File: src/hdl/stm_pkg.sv
// ----------------------------------------------------------------------------
// stm_pkg
// Shared types and constants for the sparse triplet multiplier.
// ----------------------------------------------------------------------------
package stm_pkg;

  localparam int DEF_MAX_TERMS = 16;
  localparam int DEF_MAX_DIM   = 16;
  localparam int OUT_CAP       = 16;
  localparam int OUT_IDX_W     = $clog2(OUT_CAP);
  localparam int VAL_W         = 36;

  typedef enum logic [1:0] {
    KIND_LOAD_A  = 2'd0,
    KIND_LOAD_B  = 2'd1,
    KIND_COMPUTE = 2'd2,
    KIND_UNUSED  = 2'd3
  } kind_t;

  typedef struct packed {
    logic [3:0]         row;
    logic [3:0]         col;
    logic signed [15:0] val;
  } term_t;

  typedef struct packed {
    logic [3:0]             row;
    logic [3:0]             col;
    logic signed [VAL_W-1:0] val;
  } elem_t;

  typedef enum logic [3:0] {
    ST_IDLE,
    ST_ELEM,
    ST_A_RD,
    ST_A_CHK,
    ST_A_NEXT,
    ST_B_RD,
    ST_B_CHK,
    ST_B_ACC,
    ST_ELEM_DONE,
    ST_EMIT_RD,
    ST_EMIT_LOAD,
    ST_EMIT_WAIT
  } state_t;

endpackage

File: src/hdl/sparse_triplet_multiply_top.sv
// ----------------------------------------------------------------------------
// sparse_triplet_multiply_top
// Product of two sparse matrices loaded as coordinate terms.
// ----------------------------------------------------------------------------
// Input beats on s_*: tuser carries the kind. A load beat stores one term of
// A or of B; s_tready stays high. Terms beyond MAX_TERMS are dropped and
// flag overflow on the next product. A compute beat starts a scan of every
// result element in row-major order. Each element walks all A terms (read,
// check, next) and, for an A term on that row, all B terms (read, check,
// accumulate), one term at a time through the single read port of each term
// memory. Nonzero sums go to a result buffer; once the scan is over the
// results leave on m_* one beat at a time, each read from the buffer before
// it is offered, the last with tlast set. An empty product gives one beat
// with has_term clear.
// While a product runs or its results are delivered, s_tready is low.
// A stalled receiver holds the output register; nothing is lost.
// Reset empties both term stores and clears the overflow flag; no clearing
// pass is needed.
// ----------------------------------------------------------------------------
module sparse_triplet_multiply_top #(
  parameter int MAX_TERMS = stm_pkg::DEF_MAX_TERMS,
  parameter int MAX_DIM   = stm_pkg::DEF_MAX_DIM
) (
  input  logic        clk,
  input  logic        rst,
  input  logic        s_tvalid,
  output logic        s_tready,
  // row[3:0], col[7:4], value[23:8], result_rows[28:24], result_cols[33:29]
  input  logic [39:0] s_tdata,
  // kind[1:0]
  input  logic [1:0]  s_tuser,
  output logic        m_tvalid,
  input  logic        m_tready,
  // out_row[3:0], out_col[7:4], out_value[43:8]
  output logic [47:0] m_tdata,
  // has_term[0], overflow[1]
  output logic [1:0]  m_tuser,
  output logic        m_tlast
);
  import stm_pkg::*;

  localparam int IDX_W = (MAX_TERMS > 1) ? $clog2(MAX_TERMS) : 1;
  localparam int CNT_W = $clog2(MAX_TERMS + 1);
  localparam int ACC_W = 33 + 2 * $clog2(MAX_TERMS);

  state_t state, state_next;

  logic [CNT_W-1:0] a_count, b_count;
  logic [CNT_W-1:0] p, q;
  logic             load_ovf, dropped;
  logic [4:0]       rows_lim, cols_lim, i, j;
  logic [4:0]       n, k;
  logic [3:0]       a_col_l;
  logic signed [15:0]      a_val_l;
  logic signed [31:0]      prod;
  logic signed [ACC_W-1:0] acc;

  term_t in_term, a_rd, b_rd;
  elem_t buf_wr, buf_rd;
  logic  a_wr, b_wr, buf_we;

  logic [4:0] in_rows, in_cols, in_rows_lim, in_cols_lim;
  logic       a_match, b_match, p_last, q_last, col_last, elem_last, emit_last;
  logic [VAL_W-1:0] sat_val;

  assign in_term.row = s_tdata[3:0];
  assign in_term.col = s_tdata[7:4];
  assign in_term.val = s_tdata[23:8];
  assign in_rows     = s_tdata[28:24];
  assign in_cols     = s_tdata[33:29];
  assign in_rows_lim = (32'(in_rows) > MAX_DIM) ? 5'(MAX_DIM) : in_rows;
  assign in_cols_lim = (32'(in_cols) > MAX_DIM) ? 5'(MAX_DIM) : in_cols;

  assign a_match   = (a_rd.row == i[3:0]) && !i[4] && (b_count != '0);
  assign b_match   = (b_rd.col == j[3:0]) && !j[4] && (b_rd.row == a_col_l);
  assign p_last    = (CNT_W'(p + 1'b1) == a_count);
  assign q_last    = (CNT_W'(q + 1'b1) == b_count);
  assign col_last  = (5'(j + 1'b1) == cols_lim);
  assign elem_last = col_last && (5'(i + 1'b1) == rows_lim);
  assign emit_last = (n == '0) || (5'(k + 1'b1) == n);

  // Clamp the exact sum into the 36-bit signed range.
  assign sat_val = (&acc[ACC_W-1:VAL_W-1] || ~|acc[ACC_W-1:VAL_W-1]) ? acc[VAL_W-1:0]
                 : {acc[ACC_W-1], {(VAL_W-1){~acc[ACC_W-1]}}};

  assign buf_wr.row = i[3:0];
  assign buf_wr.col = j[3:0];
  assign buf_wr.val = sat_val;

  stm_term_store #(.DEPTH(MAX_TERMS), .IDX_W(IDX_W)) u_a_store (
    .clk     (clk),
    .wr_en   (a_wr),
    .wr_addr (a_count[IDX_W-1:0]),
    .wr_data (in_term),
    .rd_addr (p[IDX_W-1:0]),
    .rd_data (a_rd)
  );

  stm_term_store #(.DEPTH(MAX_TERMS), .IDX_W(IDX_W)) u_b_store (
    .clk     (clk),
    .wr_en   (b_wr),
    .wr_addr (b_count[IDX_W-1:0]),
    .wr_data (in_term),
    .rd_addr (q[IDX_W-1:0]),
    .rd_data (b_rd)
  );

  stm_result_buf u_result_buf (
    .clk     (clk),
    .wr_en   (buf_we),
    .wr_addr (n[OUT_IDX_W-1:0]),
    .wr_data (buf_wr),
    .rd_addr (k[OUT_IDX_W-1:0]),
    .rd_data (buf_rd)
  );

  always_comb begin
    state_next = state;
    case (state)
      ST_IDLE: begin
        if (s_tvalid && kind_t'(s_tuser) == KIND_COMPUTE) begin
          if (in_rows_lim == '0 || in_cols_lim == '0) begin
            state_next = ST_EMIT_RD;
          end else begin
            state_next = ST_ELEM;
          end
        end
      end
      ST_ELEM:      state_next = (a_count == '0) ? ST_ELEM_DONE : ST_A_RD;
      ST_A_RD:      state_next = ST_A_CHK;
      ST_A_CHK:     state_next = a_match ? ST_B_RD : ST_A_NEXT;
      ST_A_NEXT:    state_next = p_last ? ST_ELEM_DONE : ST_A_RD;
      ST_B_RD:      state_next = ST_B_CHK;
      ST_B_CHK:     state_next = ST_B_ACC;
      ST_B_ACC:     state_next = q_last ? ST_A_NEXT : ST_B_RD;
      ST_ELEM_DONE: state_next = elem_last ? ST_EMIT_RD : ST_ELEM;
      ST_EMIT_RD:   state_next = ST_EMIT_LOAD;
      ST_EMIT_LOAD: state_next = ST_EMIT_WAIT;
      ST_EMIT_WAIT: begin
        if (m_tready) begin
          state_next = m_tlast ? ST_IDLE : ST_EMIT_RD;
        end
      end
      default:      state_next = ST_IDLE;
    endcase
  end

  always_comb begin
    s_tready = (state == ST_IDLE);
    a_wr     = 1'b0;
    b_wr     = 1'b0;
    buf_we   = 1'b0;
    case (state)
      ST_IDLE: begin
        a_wr = s_tvalid && kind_t'(s_tuser) == KIND_LOAD_A && a_count != CNT_W'(MAX_TERMS);
        b_wr = s_tvalid && kind_t'(s_tuser) == KIND_LOAD_B && b_count != CNT_W'(MAX_TERMS);
      end
      ST_ELEM_DONE: buf_we = (acc != '0) && (n != 5'(OUT_CAP));
      default: ;
    endcase
  end

  always_ff @(posedge clk) begin
    if (rst) begin
      state    <= ST_IDLE;
      a_count  <= '0;
      b_count  <= '0;
      load_ovf <= 1'b0;
      m_tvalid <= 1'b0;
    end else begin
      state <= state_next;
      case (state)
        ST_IDLE: begin
          if (s_tvalid) begin
            case (kind_t'(s_tuser))
              KIND_LOAD_A: begin
                if (a_wr) a_count <= CNT_W'(a_count + 1'b1);
                else      load_ovf <= 1'b1;
              end
              KIND_LOAD_B: begin
                if (b_wr) b_count <= CNT_W'(b_count + 1'b1);
                else      load_ovf <= 1'b1;
              end
              KIND_COMPUTE: begin
                rows_lim <= in_rows_lim;
                cols_lim <= in_cols_lim;
                i        <= '0;
                j        <= '0;
                n        <= '0;
                k        <= '0;
                dropped  <= 1'b0;
              end
              default: ;
            endcase
          end
        end
        ST_ELEM: begin
          acc <= '0;
          p   <= '0;
        end
        ST_A_CHK: begin
          q       <= '0;
          a_col_l <= a_rd.col;
          a_val_l <= a_rd.val;
        end
        ST_A_NEXT: p <= CNT_W'(p + 1'b1);
        ST_B_CHK:  prod <= b_match ? a_val_l * b_rd.val : 32'sd0;
        ST_B_ACC: begin
          acc <= acc + ACC_W'(prod);
          q   <= CNT_W'(q + 1'b1);
        end
        ST_ELEM_DONE: begin
          if (acc != '0) begin
            if (n != 5'(OUT_CAP)) n <= 5'(n + 1'b1);
            else                  dropped <= 1'b1;
          end
          if (col_last) begin
            j <= '0;
            i <= 5'(i + 1'b1);
          end else begin
            j <= 5'(j + 1'b1);
          end
        end
        ST_EMIT_LOAD: begin
          m_tvalid <= 1'b1;
          m_tlast  <= emit_last;
          m_tuser  <= {load_ovf | dropped, n != '0};
          if (n == '0) begin
            m_tdata <= '0;
          end else begin
            m_tdata <= {4'd0, buf_rd.val, buf_rd.col, buf_rd.row};
          end
        end
        ST_EMIT_WAIT: begin
          if (m_tready) begin
            m_tvalid <= 1'b0;
            k        <= 5'(k + 1'b1);
            if (m_tlast) begin
              a_count  <= '0;
              b_count  <= '0;
              load_ovf <= 1'b0;
            end
          end
        end
        default: ;
      endcase
    end
  end

endmodule

File: src/hdl/stm_term_store.sv
// ----------------------------------------------------------------------------
// stm_term_store
// Term memory: one write port, one read port with registered read data.
// ----------------------------------------------------------------------------
module stm_term_store #(
  parameter int DEPTH = stm_pkg::DEF_MAX_TERMS,
  parameter int IDX_W = 4
) (
  input  logic              clk,
  input  logic              wr_en,
  input  logic [IDX_W-1:0]  wr_addr,
  input  stm_pkg::term_t    wr_data,
  input  logic [IDX_W-1:0]  rd_addr,
  output stm_pkg::term_t    rd_data
);
  import stm_pkg::*;

  term_t mem [DEPTH];

  always_ff @(posedge clk) begin
    if (wr_en) begin
      mem[wr_addr] <= wr_data;
    end
    rd_data <= mem[rd_addr];
  end

endmodule

File: src/hdl/stm_result_buf.sv
// ----------------------------------------------------------------------------
// stm_result_buf
// Holds the nonzero product elements until the whole product has been scanned.
// ----------------------------------------------------------------------------
module stm_result_buf (
  input  logic                       clk,
  input  logic                       wr_en,
  input  logic [stm_pkg::OUT_IDX_W-1:0] wr_addr,
  input  stm_pkg::elem_t             wr_data,
  input  logic [stm_pkg::OUT_IDX_W-1:0] rd_addr,
  output stm_pkg::elem_t             rd_data
);
  import stm_pkg::*;

  elem_t mem [OUT_CAP];

  always_ff @(posedge clk) begin
    if (wr_en) begin
      mem[wr_addr] <= wr_data;
    end
    rd_data <= mem[rd_addr];
  end

endmodule

File: config.mk
export PLATFORM = sky130hd
export DESIGN_NAME = sparse_triplet_multiply_top
export DESIGN_NICKNAME = d
export VERILOG_FILES = /design/src/hdl/stm_pkg.sv /design/src/hdl/sparse_triplet_multiply_top.sv /design/src/hdl/stm_term_store.sv /design/src/hdl/stm_result_buf.sv
export SDC_FILE = /design/constraint.sdc
export NUM_CORES = 2
export LEC_CHECK = 0
export CORE_ASPECT_RATIO = 1.1
export CORE_MARGIN = 2
export CORE_UTILIZATION = 35
export CTS_BUF_LIST = sky130_fd_sc_hd__clkbuf_2
export DETAILED_ROUTE_END_ITERATION = 8
export DONT_BUFFER_PORTS = 1
export PLACE_DENSITY = 0.63
export RECOVER_POWER = 25
export SKIP_CTS_REPAIR_TIMING = 1
export SLEW_MARGIN = 20
export SYNTH_ARGS = -nofsm -noshare
export SYNTH_HDL_FRONTEND = slang
export SYNTH_SLANG_ARGS = --single-unit
File: constraint.sdc
create_clock -name clk -period 6.5 [get_ports clk]
set_clock_uncertainty 0.15 [all_clocks]
set_input_delay 0.325 -clock clk [delete_from_list [all_inputs] [get_ports clk]]
set_output_delay 0.325 -clock clk [all_outputs]
set_load 0.1 [all_outputs]
==> flow_results.org <==
** Run status
- Run status :: finished, violations left
- Failing checks :: capacitance limit, slew limit

** Clocking
- CTS placed an instance of clkbuf_2 at the clock tree root.
- Number of buffers inserted during clock tree synthesis :: approximately 430
- For the worst-skew pair, the clock arrives at the later sink with an insertion delay of ~1800 ps.
- TritonCTS clock tree :: built
- The clock tree synthesis step divided the H-tree into 5 levels.
- Clock-pin slew was measured on the worst setup and hold paths at roughly 100 ps.
- The clock net in this run drives a total of 1761 sinks.
- Bufs on Longest Clock Path :: 4

** Timing
- For the finished layout, the period the worst path requires is ~6300 ps.
- For the final routed database, the setup TNS stands at 0 ps.
- Setup repair after global routing could not meet its margin everywhere.
- Setup violations remaining at the end of the flow were counted as 0.
- Count of final max-slew check failures :: 65
- Max-slew headroom at the worst pin :: -0.04320
- The final hold violation count is 0.
- Final Worst Setup Slack :: about 250 ps
- Dividing the final minimum period by the clock period gives 0.9617.
- Based on the critical path, the design can be clocked at up to 0.1600 GHz.
- Measured slew at the worst slew-check pin :: 1565 ps

** Drt
- Detailed routing inserted a total of 40723 vias.
- For this block, the routed nets add up to 176.7 mm of wire.
- The first TritonRoute pass finished after 6 iterations.
- Via/cell ratio :: around 5
- The first routing iteration left approximately 3300 violations.
- The detail route stage leaves a number of antenna-violating nets equal to 0.
- In the routed design, unresolved DRC markers number 0.
- Dividing the detail-routed wire length by the instance count gives between 20 and 25 um.

** Min path
- Cell depth of the worst min-delay path :: 6
- The worst hold path begins at s_tuser[1].
- The tightest min-delay check is of the input pin to flop type.
- The worst hold path terminates at load_ovf.

** Die
- The floorplan step defined a core boundary enclosing approximately 220000 um2.
- Number of standard-cell rows in the floorplan :: 181
- For this configuration, the core starts out at a cell density of 0.3528.
- From left edge to right edge, the die measures approximately 450 um.
- The die is roughly 500 um tall.
- The die covers roughly 230000 um2.
- Top Ports :: 99

** Power and ir drop
- Peak ir drop on the vdd network :: 202.2 uV
- Power Density :: around 270 nW/um2
- LEAKAGE :: ~31 nW

** Placed design
- Counting tap cells, the placed design contains a total of 7180 instances.
- Post-Place Worst Slack :: a little over 90 ps
- At the end of routability-driven placement, the weighted congestion stood at 0.8454.
- Half-perimeter wire length after placement :: slightly above 100 mm
- Summing all placed instances gives a cell area of between 80000 and 90000 um2.
- Buffers added on ports :: 0

** Global route
- GRT Total Usage :: 0.1532
- In the global route stage, met3 resource usage came out at 0.02846.
- Antenna violations before repair :: 7
- The first global-routing pass estimated approximately 260 mm of wire.
- Maximum number of pins on one net before global-route repair :: 110
- Overflow left after global routing :: 0
- The via count of the first global-routing pass came to approximately 43000.
- For this run, global-route usage on met1 was measured as 0.2045.
- Met2 usage in global routing :: 0.2553
- Busiest metal layer after global routing :: met2

** Synthesis
- The share of the Yosys chip area taken by registers is 0.6629.
- Largest area contributor in the synthesized netlist :: edfxtp_1
- Top area cells in the synthesized netlist :: edfxtp_1, mux4_2, fa_1, dfxtp_1, ha_1
- Proportion of netlist area held by the largest area contributor :: 0.6353
- Distinct cells, synth :: 89
- Yosys printed 0 warnings.
- The cell count after synthesis came out at 4312.
- Average instance area after synthesis :: around 18 um2
- Counting instances in the post-synthesis netlist gives the leading cell types as edfxtp_1, mux4_2, inv_1.
- The most common cell in the synthesized netlist is edfxtp_1.
- Netlist area before placement :: between 70000 and 80000 um2
- Count of flip-flops with a built-in enable after synthesis :: roughly 1700
- FF+latch count, synth :: approximately 1800
- For this run, asynchronously set or reset flops after synthesis account for 0.
- Most used DFF post-synth :: edfxtp_1

** Critical path
- CP max stage cell :: fa_1
- The largest single stage delay on the critical path is approximately 540 ps.
- Most used cell along the critical path :: fa_1
- The worst setup path is captured at a flop.
- Worst setup path startpoint :: a_val_l[13]
- The critical path contains buffers and inverters numbering 5 combined.
- Traced cell by cell, the critical path runs through buf_4 > and2_1 > fa_1 > inv_1 > fa_1 > fa_1 > inv_1 > fa_1 > fa_1 > inv_1 > fa_1 > inv_1 > ha_1 > a21o_1 > a21o_1 > a221o_1 > a211oi_2 > o21ai_1 > a31oi_1 > xor2_1 > nor2_1.
- On the critical path the largest part of the delay comes from adder cells.
- The critical path is of the flop to flop type.
- The worst register-to-register path ends at prod[25].
- The worst register-to-register path has a setup slack of 250 ps.
- For the worst setup path, the data required time is around 7800 ps.
- The startpoint identified for the worst register-to-register timing path is a_val_l[13].
- Of all nets on the critical path, the largest fanout is 12.
- Worst setup SP type :: flop
- At the worst endpoint, the arrival time is between 7000 and 8000 ps.
- Counting cells, the worst reg-to-reg path comes to 21.

** Finish
- The count of cells in the finished layout, fillers not included, comes to between 8000 and 9000.
- Number of nets at the end of the flow :: about 5300
- Share of cells above drive strength 1 :: 0.2686
- The area growth from synthesis to layout is 12.25%.
- Design area :: 87710 um2
- Post-Route Utilization :: 0.3960

** Job
- Max-cap violations in this run came to 2.
==> state kept, by name, summed over array words and instances, names as in the netlist, 4 cells and up <==
| signal | count |
|---|---|
| a_count | 5 |
| acc | 41 |
| u_b_store.rd_data | 24 |
| p | 5 |
| a_val_l | 16 |
| k | 5 |
| a_col_l | 4 |
| i | 5 |
| u_result_buf.rd_data | 44 |
| prod | 32 |
| b_count | 5 |
| u_result_buf.mem | 704 |
| m_tdata | 44 |
| q | 5 |
| state | 4 |
| u_b_store.mem | 384 |
| rows_lim | 5 |
| cols_lim | 5 |
| u_a_store.mem | 384 |
| u_a_store.rd_data | 24 |
| j | 5 |
| n | 5 |
==> per-layer routing <==
| layer | up-vias | part of all wire | wire length, um |
|---|---|---|---|
| met1 | 21318 | 0.43 | 76090 |
| met5 | - | 0 | 0 |
| met3 | 283 | 0.056 | 9868 |
| li1 | 17840 | - | - |
| met2 | 1282 | 0.50 | 87650 |
| met4 | 0 | 0.017 | 3073 |
==> cells by family after synthesis <==
family,after synthesis,share of synthesized area
flip-flops,1761,0.6629
AND/OR/NAND/NOR,752,0.04930
buffers and inverters,521,0.02602
multiplexers,467,0.1335
adder cells (fa/ha/maj),402,0.08964
AO/OA/AOI/OAI,286,0.02490
XOR/XNOR,122,0.01367
other,1,0.00004799
==> through the flow <==
stage	hold slack [ps]	power (mW)
2_1_floorplan	235.5	15.14
6_report	77.33	23.29
3_3_place_gp	238.9	16.03
3_5_place_dp	238.7	16.04
4_1_cts	-1826	23.36
5_1_grt	-23.93	24.54
==> worst max-delay path by stage <==
stage / to / slack (ps) / depth (start not counted)
after CTS: prod[25] / 140 / 21
final: prod[25] / 250 / 21
after detailed placement: prod[25] / 90 / 18
after global placement: prod[29] / 80 / 21
after global routing: prod[25] / -60 / 21
after floorplan: prod[30] / 260 / 18
==> tightest hold or removal path, cell delays in order <==
cell and delay [ps]:
dlygate4sd3_1 520, dlygate4sd3_1 620, nand3b_4 210, nor3_1 70, nor2_1 90, nor2_1 40
==> report_power, final <==
part           internal [mW]  switching (mW)  leakage, nW
sequential              12.5          0.0980         15.8
combinational           1.49            1.92         11.9
clock                   2.96            4.34         3.09
==> cell type report <==
type                       instances  area, um2
timing repair buffer             293       2522
clock inverter                    99      523.0
clock buffer                     685       3428
sequential                      1761      51800
fill                           20366     133800
inverter                         326       1225
antenna                           12      30.03
multi-input combinational       2033      24510
tap                             2928       3664
==> placed cells by master, fill, tap and decap left out, types with 120 or more instances in the layout <==
| master | Yosys | final |
|---|---|---|
| edfxtp_1 | 1653 | 1653 |
| clkbuf_2 | 0 | 685 |
| mux4_2 | 460 | 460 |
| inv_1 | 325 | 325 |
| fa_1 | 263 | 263 |
| and2_1 | 198 | 185 |
| nand2_1 | 183 | 183 |
| nor2_1 | 161 | 140 |
| ha_1 | 139 | 138 |
| buf_4 | 9 | 130 |
| dlygate4sd3_1 | 0 | 120 |
Power figures use the tool's default switching activity.
